File: src/rtl/core/rqlm_pkg.sv
// shared types, constants and a helper function for the run-queue latency monitor
`default_nettype none

package rqlm_pkg;

   // fixed field widths
   localparam int unsigned TIME_W     = 64;
   localparam int unsigned US_W       = 55;
   localparam int unsigned BUCKET_W   = 6;
   localparam int unsigned TASK_W     = 10;
   localparam int unsigned GROUP_W    = 8;
   localparam int unsigned CSR_IDX_W  = 1;
   localparam int unsigned HIST_DEPTH = 64;

   // nanoseconds per microsecond, taken by reciprocal multiplication:
   // floor(x / 1000) = ((x >> 3) * RECIP_1000) >> 68, exact over 64 bits
   localparam int unsigned US_DIVISOR       = 1000;
   localparam logic [63:0] RECIP_1000       = 64'h20C4_9BA5_E353_F7CF;
   localparam int unsigned RECIP_PRE_SHIFT  = 3;
   localparam int unsigned RECIP_POST_SHIFT = 68;
   localparam int unsigned MUL_A_W          = TIME_W - RECIP_PRE_SHIFT;
   localparam int unsigned MUL_ACC_W        = 128;
   localparam int unsigned MUL_STEPS        = 4;
   localparam int unsigned MUL_CNT_W        = 2;

   // configuration register indexes
   localparam logic [CSR_IDX_W-1:0] REG_SLOW_THRESHOLD = 1'b0;
   localparam logic [CSR_IDX_W-1:0] REG_TRACK_FLOOR    = 1'b1;

   // reset values of the configuration registers
   localparam logic [TIME_W-1:0] SLOW_THRESHOLD_RST = 64'd5000;
   localparam logic [TIME_W-1:0] TRACK_FLOOR_RST    = 64'd100;

   typedef enum logic {
      FUNC_WAKEUP = 1'b0,
      FUNC_SWITCH = 1'b1
   } func_type;

   typedef struct packed {
      func_type            func;
      logic [TASK_W-1:0]   task_id;
      logic [GROUP_W-1:0]  group_id;
      logic [TIME_W-1:0]   timestamp_ns;
   } item_type;

   typedef struct packed {
      logic                 matched;
      logic [TIME_W-1:0]    wait_ns;
      logic [US_W-1:0]      wait_us;
      logic [BUCKET_W-1:0]  bucket;
      logic [TIME_W-1:0]    bucket_count;
      logic                 tracked;
      logic                 slow;
      logic [TIME_W-1:0]    grp_switches;
      logic [TIME_W-1:0]    grp_total_ns;
      logic [TIME_W-1:0]    grp_max_ns;
      logic [TIME_W-1:0]    grp_slow_count;
   } rsp_type;

   typedef struct packed {
      logic [TIME_W-1:0] switches;
      logic [TIME_W-1:0] total_ns;
      logic [TIME_W-1:0] max_ns;
      logic [TIME_W-1:0] slow_count;
      logic [TIME_W-1:0] last_seen;
   } grp_entry_type;

   // queue head as seen by the back end
   typedef struct packed {
      logic     valid;
      item_type item;
   } head_type;

   typedef enum logic [2:0] {
      S_CLEAR,
      S_IDLE,
      S_LOOK,
      S_DIV,
      S_BKT,
      S_RD,
      S_UPD
   } state_type;

   // floor(log2(v)) of a non-zero value; the result never exceeds 55
   function automatic logic [BUCKET_W-1:0] floor_log2(input logic [US_W:0] v);
      logic [BUCKET_W-1:0] r;
      r = '0;
      for (int i = 0; i <= int'(US_W); i++) begin
         if (v[i]) begin
            r = BUCKET_W'(i);
         end
      end
      return r;
   endfunction

endpackage

`default_nettype wire

File: src/rtl/core/rqlm_front.sv
// front end: takes transactions and holds them in a two-entry queue
`default_nettype none

module rqlm_front
   import rqlm_pkg::*;
(
   input  wire logic     clock,
   input  wire logic     reset,
   input  wire logic     start,
   input  wire item_type item_i,
   input  wire logic     clearing_i,
   input  wire logic     pop_i,
   output      head_type head_o,
   output      logic     busy
);

   localparam int unsigned QDEPTH = 2;

   item_type    q_ff [QDEPTH];
   logic        wr_ptr_ff, wr_ptr_in;
   logic        rd_ptr_ff, rd_ptr_in;
   logic [1:0]  count_ff, count_in;
   logic        push;
   logic        full;

   // accept while there is room and the task store is not being cleared
   assign full = (count_ff == 2'(QDEPTH));
   assign busy = full || clearing_i;
   assign push = start && !busy;

   assign head_o.valid = (count_ff != 2'd0);
   assign head_o.item  = q_ff[rd_ptr_ff];

   // pointer and fill count update
   always_comb begin
      wr_ptr_in = push  ? !wr_ptr_ff : wr_ptr_ff;
      rd_ptr_in = pop_i ? !rd_ptr_ff : rd_ptr_ff;
      count_in  = count_ff;
      if (push && !pop_i) begin
         count_in = count_ff + 2'd1;
      end else if (!push && pop_i) begin
         count_in = count_ff - 2'd1;
      end
   end

   always_ff @(posedge clock) begin
      if (reset) begin
         wr_ptr_ff <= 1'b0;
         rd_ptr_ff <= 1'b0;
         count_ff  <= 2'd0;
      end else begin
         wr_ptr_ff <= wr_ptr_in;
         rd_ptr_ff <= rd_ptr_in;
         count_ff  <= count_in;
      end
   end

   // queue storage
   always_ff @(posedge clock) begin
      if (push) begin
         q_ff[wr_ptr_ff] <= item_i;
      end
   end

   a_pop_nonempty: assert property (@(posedge clock) disable iff (reset)
      pop_i |-> count_ff != 2'd0)
      else $error("pop from empty queue");

   a_count_bound: assert property (@(posedge clock) disable iff (reset)
      count_ff <= 2'(QDEPTH))
      else $error("queue overfilled");

   a_push_grows: assert property (@(posedge clock) disable iff (reset)
      push && !pop_i |=> count_ff == $past(count_ff) + 2'd1)
      else $error("queue count missed a push");

endmodule

`default_nettype wire

File: config.mk
export PLATFORM = sky130hd
export DESIGN_NAME = rqlm_front
export DESIGN_NICKNAME = d
export VERILOG_FILES = /design/src/rtl/core/rqlm_pkg.sv /design/src/rtl/core/rqlm_front.sv
export SDC_FILE = /design/constraint.sdc
export NUM_CORES = 1
export LEC_CHECK = 0
export ABC_AREA = 1
export BUFFER_PORTS_ARGS = -buffer_cell sky130_fd_sc_hd__clkbuf_2
export CAP_MARGIN = 30
export CORE_MARGIN = 8
export CORE_UTILIZATION = 52
export CTS_CLUSTER_DIAMETER = 150
export DETAILED_ROUTE_END_ITERATION = 8
export PLACE_DENSITY = 0.79
export SETUP_SLACK_MARGIN = 0.1
export SLEW_MARGIN = 30
export SYNTH_ARGS = -nofsm -noshare
export SYNTH_HDL_FRONTEND = slang
export SYNTH_SLANG_ARGS = --single-unit
File: constraint.sdc
create_clock -name clock -period 7.5 [get_ports clock]
set_input_delay 1.5 -clock clock [delete_from_list [all_inputs] [get_ports clock]]
set_output_delay 1.5 -clock clock [all_outputs]
set_load 0.01 [all_outputs]
# --- Word level (Yosys, flattened, before mapping) ---
# Memories as Yosys holds them, arrays and structs flattened. A register that Yosys moved wholly into a read port is not among the register bits.
# Cells that the tools add are included.
word_totals:
  regBits: 4
  ramBits: 166
  inputBits: 88
  output_inout_bits: 85
  elab_cells: 24
  memories: 1
mem_list:
  columns: ["memory", "words", "word_bits", "rd", "rd_clocked_by_memory_dff", "write_ports", "line_no", "text"]
  rows:
  - ["q_ff", 2, 83, 1, 1, 1, "rqlm_front.sv:19", "item_type q_ff [QDEPTH];"]
op_classes:
  n_addsub: 2
  eq_ne: 1
  mux: 6
  n_reduce_logical: 11
ops:
  columns: ["operator", "count"]
  rows:
  - ["1-bit logical NOT", 5]
  - ["1-bit 2-to-1 mux", 4]
  - ["2-bit 2-to-1 mux", 2]
  - ["2-bit nonzero test", 2]
  - ["1-bit logical AND", 3]
  - ["2-bit by 1-bit adder with 2-bit output, second input constant", 1]
  - ["2-bit == test, second input constant", 1]
  - ["2-bit by 1-bit subtractor with 2-bit output, second input constant", 1]
  - ["1-bit logical OR", 1]

# --- Longest topological paths before layout ---
# Gate-level depths: netlist of run 1.
logic_depth:
  ltp_word: 8
  depth_mapped: 11
  depth_no_buf: 11

# --- Worst setup path before layout of run 1 ---
# OpenSTA, ideal clock, no wires.
synth_path:
  path_type: "input -> register"
  from: "input clearing_i"
  to: "memory q_ff[0][0] (netlist name) (enable)"
  setup_time_ns: 0.525
  t_arrival_ns: 5.152
  required_ns: 6.975
  path_slack_ns: 1.823
  cell_stages: 3
  path_buffers: 0
  path_cell_list: "inv_1 nand3_1 nor2_1"
synth_via:
  elab_chain_len: 5
synth_rtl:
  columns: ["element", "line_no", "text"]
  rows:
  - ["start, declared", "rqlm_front.sv:11", "input wire logic clearing_i,"]
  - ["1-bit logical OR", "rqlm_front.sv:28", "assign busy = full || clearing_i;"]
  - ["1-bit logical NOT", "rqlm_front.sv:29", "assign push = start && !busy;"]
  - ["1-bit logical AND", "rqlm_front.sv:29", null]
  - ["1-bit 2-to-1 mux", "rqlm_front.sv:60", "if (push) begin"]
  - ["1-bit 2-to-1 mux (not written as such)", "rqlm_front.sv:61", "q_ff[wr_ptr_ff] <= item_i;"]
  - ["end, declared", "rqlm_front.sv:19", null]
# No other way between the ends.

==> results of run 1 <==
-- sequential cells by signal, indices dropped and copies added (netlist names), named ones only --
| signal | flops |
|---|---|
| count_ff | 2 |
| q_ff | 166 |
| rd_ptr_ff | 1 |
| wr_ptr_ff | 1 |
-- worst max-delay path, cell delays in order (launching register included) --
cell      delay [ps]
dfxtp_4          670
buf_4            850
mux2_2           420
clkbuf_2         130
-- cell usage in the layout (no fill, tap or decap) --
cell          n
a21oi_1       1
inv_1        10
mux2_2       13
clkbuf_16    17
mux2_4       70
dfxtp_4       1
xnor2_1       1
bufinv_16     3
dfxtp_1       4
nand2_1       9
clkbuf_1      6
nand3_1       2
o21ai_0       1
buf_16        1
ha_1          1
clkinv_2      4
nor2_1        4
edfxtp_1    166
buf_4         3
nor2_4        1
nand4_1       2
clkbuf_2    172
clkbuf_8      1
clkinvlp_4    2
-- worst max path at each step --
stage                     from     endpoint  cells after the start
finish                    flop   head_o[79]                      3
global route              flop   head_o[79]                      3
CTS                       flop   head_o[79]                      3
detailed placement  clearing_i  q_ff[0][65]                      5
global placement    clearing_i  q_ff[0][71]                      5
floorplan           clearing_i   q_ff[0][0]                      3
-- layout make-up --
class,instances,area [sq um]
Sequential cell,171,5090
Fill cell,893,4370
Multi-Input combinational cell,105,1310
Timing Repair Buffer,176,911
Clock buffer,24,462
Tap cell,172,215
Clock inverter,8,120
Inverter,11,42.5
-- cells by family (layout without fill, tap and decap cells) --
group,after synthesis,in the layout,synth area share
flops,171,171,0.772
fa+ha+maj,1,1,0.00190
compound gates,2,2,0.00152
simple gates,18,18,0.0114
mux,83,83,0.182
xor+xnor,1,1,0.00133
buf+inv,20,219,0.0300
-- layer usage --
metal | vias to the layer above | GRT usage | part of all wire
li1 | 1522 | - | -
met2 | 122 | 0.241 | 0.51
met4 | 2 | 0.0657 | 0.019
met3 | 19 | 0.0559 | 0.086
met1 | 1587 | 0.154 | 0.39
met5 | - | 0 | 0.0011
-- report_power, final --
part	internal (mW)	switching [mW]
Sequential	1.09	0.0177
Clock	0.531	0.319
Combinational	0.118	0.110
-- stage by stage --
step | setup WS (ps) | hold slack, ps
2_1_floorplan | 1820 | 480
3_3_place_gp | 3840 | 495
3_5_place_dp | 3770 | 535
4_1_cts | 3410 | 552
5_1_grt | 3330 | 581
6_report | 3470 | 538
==> results.md, run 1 <==
* Asr flop ratio synth at 0
* Synth cell count leaders: 166 x edfxtp_1, 70 x mux2_4, 13 x mux2_2
* CP Class: flop to output pin
* Setup TNS at 0 ps
* Most frequent cell after synthesis: edfxtp_1
* Peak VDD IR at 0.000161 V
* Resize count post-CTS at 0
* CORE AREA at 0.0125 sq mm
* Worst endpoint required time at around 6000 ps
* WL/cell at 17.7 microns
* Worst hold endpoint: rd_ptr_ff
* Hold Startpoint: rd_ptr_ff
* Synth unique cells at 16
* Reg2reg path depth at 5
* #FFs+latches synth at 171
* GRT Total Usage at 0.142
* Final instance area at 0.00815 sq mm
* Yosys synthesis warning count at 0
* LEAKAGE at 3.26 nW
* Slew HR at 0.349
* CP arrival at 2530 ps
* HPWL Detailed at 8310 microns
* Clk sink count at 171
* Total power at 2.19 mW
* Status: finished, final reports clean
* Post-placement cell count at 634
* Period utilization at 0.538
* First-pass GRT wire length at 17500 microns
* Crit start category: flop
* Antenna-violating nets left at 0
* CP endpoint kind: output pin
* Layout Nets at 571
* CTS clk-pin slew, worst paths at approximately 60 ps
* CTS root buffer: clkbuf_16
* Mapped Nets at 385
* Final count of negative-setup-slack endpoints at 0
* Rows at ~40
* Crit Path Max Fanout at 53
* Remaining DRCs at 0
* CTS tree: done
* Grt ovf at 0
* CTS max path bufs at 2
* Hold Path Class: flop to flop
* Initial Utilization at 0.526
* Ys flop type: edfxtp_1
* Final-report hold violation count at 0
* Top-level I/O count at 173
* Iteration-0 DRC Markers at slightly below 200
* Hold buffer count at cts at 0
* Post-CTS Setup Inserts at 0
* R2R setup slack at 5340 ps
* Mapped Cells at 296
* Initial antenna violation count at 1
* Layout area overhead at 23.7%
* CTS H-tree lvls at 4
* Dpl cell area at 0.00754 sq mm
* Chip width at around 130 microns
* # diodes at 0
* Inserted Clock Buffers at 17
* Pin count of the biggest net entering global routing at 54
* Slew @ Worst Pin at 976 ps
* Post-Layout Cell Count at 667
* Maxcap violations at 0
* Pre-antenna DRT Iters at 4
* DR vias at 3252
* Avg Cell Area, Syn at 22.3 sq um
* Die area at 0.0165 sq mm
* Cell taking the most area after synthesis: edfxtp_1
* Fmax at 248 MHz
* Layout cell share with drive strength beyond 1 at 0.582
* Slew Viols, Final at 0
* GP Congestion at 0.723
* Final Util at 0.651
* Clock Latency Late Sink at 420 ps
* Hold depth at 2
* Mapped cell area at 0.00659 sq mm
* Power Density at 269 mW/mm^2
* Seq/Total Area, Yosys at 0.772
* Crit Reg-Reg Endpoint: q_ff[1][45]
* Port Buffer Count at 172
* Synth area leaders: edfxtp_1 76%, mux2_4 16%, mux2_2 2.2%, buf_12 2.1%, dfxtp_1 1.5%
* Die height at 129 microns
* Final min period at 4030 ps
* Post-synth top area share at 0.757
* EDFF count, synth at 166
* RSZ-0062 raised after global routing: no
* Setup Skew at 9.24 ps
* Routed vias/inst at 4.88
* Post-Route WL at 11800 microns
* FF-to-FF Start: count_ff[0]
* Number of global-route vias before repair at roughly 3500
Note: power is estimated with default switching activity, not from simulation.
==> run 2: changes to the inputs <==
CORE_UTILIZATION = 47   (was 52)
PLACE_DENSITY = 0.75   (was 0.79)
clock period = 3.5 ns   (was 7.5 ns; I/O delays follow)
==> run 2 against run 1 <==
Compared with the run above: die area up 9.3%; critical path depth unchanged; sequential share of layout area down 0.61 points; flip-flop and latch count unchanged; cell count up 1.5%; largest cell class unchanged; clock power up 130%; sequential power up 110%; count of clock-buffer cells in the layout down 4; clock skew down 2.8 ps; wire length up 1.3%; register-to-register slack worse by 3700 ps; critical endpoint is now head_o[81]; highest routed layer is now met4; final area up 0.98%.
==> results.md, run 2 (synthesized netlist as in run 1, its figures left out) <==
* Maxcap violations at 0 (unchanged)
* GRT Total Usage at 0.135 (was 0.142)
* Crit Reg-Reg Endpoint: q_ff[1][43] (was q_ff[1][45])
* Final instance area at 0.00823 sq mm (was 0.00815 sq mm)
* Remaining DRCs at 0 (unchanged)
* Total power at 4.84 mW (was 2.19 mW)
* WL/cell at 17.7 microns (about the same)
* CTS H-tree lvls at 4 (unchanged)
* Largest registers: q_ff (166), count_ff (2) (unchanged)
* Power Density at 588 mW/mm^2 (was 269 mW/mm^2)
* CP endpoint kind: output pin (unchanged)
* Post-Route WL at 12000 microns (was 11800 microns)
* Crit start category: flop (unchanged)
* Inserted Clock Buffers at 17 (unchanged)
* Peak VDD IR at 0.000391 V (was 0.000161 V)
* Layout cell share with drive strength beyond 1 at 0.588 (was 0.582)
* Resize count post-CTS at 0 (unchanged)
* Antenna-violating nets left at 0 (unchanged)
* End point of the critical path: head_o[81] (was head_o[79])
* FF-to-FF Start: count_ff[0] (unchanged)
* Reg2reg path depth at 5 (unchanged)
* Filler cell count at 1064 (was 893)
* Slew HR at 0.578 (was 0.349)
* Crit Path Max Fanout at 25 (was 53)
* Crit path largest cell delay at 390 ps (was 850 ps)
* Sequential power share at 0.489 (was 0.508)
* Max FFs per register at 166 (unchanged)
* Fmax at 421 MHz
* Worst endpoint required time at 2800 ps (was 6000 ps)
* Final-report hold violation count at 0 (unchanged)
* Routed vias/inst at 4.78 (was 4.88)
* CORE AREA at 0.0138 sq mm (was 0.0125 sq mm)
* GP Congestion at 0.687 (was 0.723)
* Iteration-0 DRC Markers at 195 (unchanged)
* RSZ-0062 raised after global routing: no (unchanged)
* Rows at 43 (was 41)
* LEAKAGE at 3.29 nW (was 3.26 nW)
* Final min period at 2380 ps
* Sw power at 0.981 mW (was 0.446 mW)
* Final count of negative-setup-slack endpoints at 0 (unchanged)
* Slew Viols, Final at 0 (unchanged)
* Layout Nets at 573 (was 571)
* Clock power frac at 0.407 (was 0.388)
* Max stage delay cell, worst path: mux2_2 (was buf_4)
* Post-CTS Setup Inserts at 0 (unchanged)
* Internal power at 3.86 mW (was 1.74 mW)
* # diodes at 0 (unchanged)
* Port Buffer Count at 172 (unchanged)
* Gate power share at 0.104 (about the same)
* Leading cell types in the layout, fill and taps excluded: 172 x clkbuf_2, 166 x edfxtp_1, 70 x mux2_4, 17 x clkbuf_16, 13 x mux2_2 (unchanged)
* Largest Register: q_ff (unchanged)
* Dpl cell area at 0.00760 sq mm (was 0.00754 sq mm)
* Top-level I/O count at 173 (unchanged)
* Period utilization at 0.679
* Number of global-route vias before repair at 3646 (was 3510)
* Initial Utilization at 0.478 (was 0.526)
* Grt ovf at 0 (unchanged)
* CTS max path bufs at 2 (unchanged)
* CTS tree: done (unchanged)
* Clock Latency Late Sink at 410 ps (was 420 ps)
* R2R setup slack at 1640 ps (was 5340 ps)
* CP arrival at 1680 ps (was 2530 ps)
* Pin count of the biggest net entering global routing at 59 (was 54)
* Setup Skew at 6.40 ps (was 9.24 ps)
* Most common cell after layout, fill and taps aside: clkbuf_2 (unchanged)
* Initial antenna violation count at 0 (was 1)
* CP Class: flop to output pin (unchanged)
* Layout area overhead at 25.0% (was 23.7%)
* DR vias at 3237 (was 3252)
* CTS root buffer: clkbuf_16 (unchanged)
* First-pass GRT wire length at 18600 microns (was 17500 microns)
* HPWL Detailed at 8360 microns (was 8310 microns)
* CTS clk-pin slew, worst paths at 60 ps (about the same)
* Clk sink count at 171 (unchanged)
* Chip width at 134 microns (was 129 microns)
* Pre-antenna DRT Iters at 4 (unchanged)
* Hold buffer count at cts at 0 (unchanged)
* Die height at 134 microns (was 129 microns)
* Status: finished, final reports clean (unchanged)
* Crit path cell chain: buf_4 -> mux2_2 -> clkbuf_2 (unchanged)
* Die area at 0.0181 sq mm (was 0.0165 sq mm)
* Hold Path Class: input port to flop (was flop to flop)
* Setup TNS at 0 ps (unchanged)
* Slew @ Worst Pin at 633 ps (was 976 ps)
* Switching share of power at 0.203 (was 0.204)
[run 2: final cells by class]
class / instances / area [sq um] / share of cell area
well taps: 180 / 225 / 0.0274
clock buffers: 20 / 437 / 0.0531
inverters: 11 / 42.5 / 0.00517
clock inverters: 12 / 195 / 0.0237
flip-flops and latches: 171 / 5090 / 0.618
repair buffers: 178 / 931 / 0.113
multi-input cells: 105 / 1310 / 0.159
[run 2: stage by stage]
stage / utilization / cells / hold WS [ps] / worst slack [ps]
global route: 0.598 / 677 / 446 / 1040
detailed placement: 0.552 / 645 / 511 / 1270
floorplan: - / 296 / 480 / 555
CTS: 0.598 / 677 / 447 / 1080
global placement: 0.552 / 645 / 496 / 1290
finish: 0.598 / 677 / 474 / 1120
[run 2: worst min-delay path by stage]
stage	cells past startpoint	endpoint	slack [ps]	from
2_1_floorplan	2	flop	480	rd_ptr_ff
3_3_place_gp	2	rd_ptr_ff	500	rd_ptr_ff
3_5_place_dp	2	flop	510	rd_ptr_ff
4_1_cts	1	q_ff[0][73]	450	item_i[73]
5_1_grt	1	q_ff[0][73]	450	item_i[73]
6_report	1	q_ff[1][79]	470	item_i[79]
[run 2: worst max-delay path: cells and delay by family (launching register included)]
kind | cells | cell delay, ps
buffers and inverters | 2 | 520
DFF | 1 | 350
muxes | 1 | 390
[run 2: metal layers]
layer / wire length (microns) / up-vias / global-route usage
met3: 1010 / 10 / 0.0617
met4: 114 / 0 / 0.0462
met2: 6200 / 120 / 0.233
met1: 4640 / 1578 / 0.142
li1: - / 1529 / -
met5: 0 / - / 0
[run 2: power groups by stage]
| stage | registers, mW | logic [mW] | clock network [mW] |
|---|---|---|---|
| after global routing | 2.37 | 0.548 | 2.09 |
| after global placement | 2.40 | 0.506 | 0 |
| after CTS | 2.37 | 0.519 | 2.03 |
| after floorplan | 2.41 | 0.339 | 0 |
| after detailed placement | 2.41 | 0.517 | 0 |
| final | 2.36 | 0.504 | 1.97 |
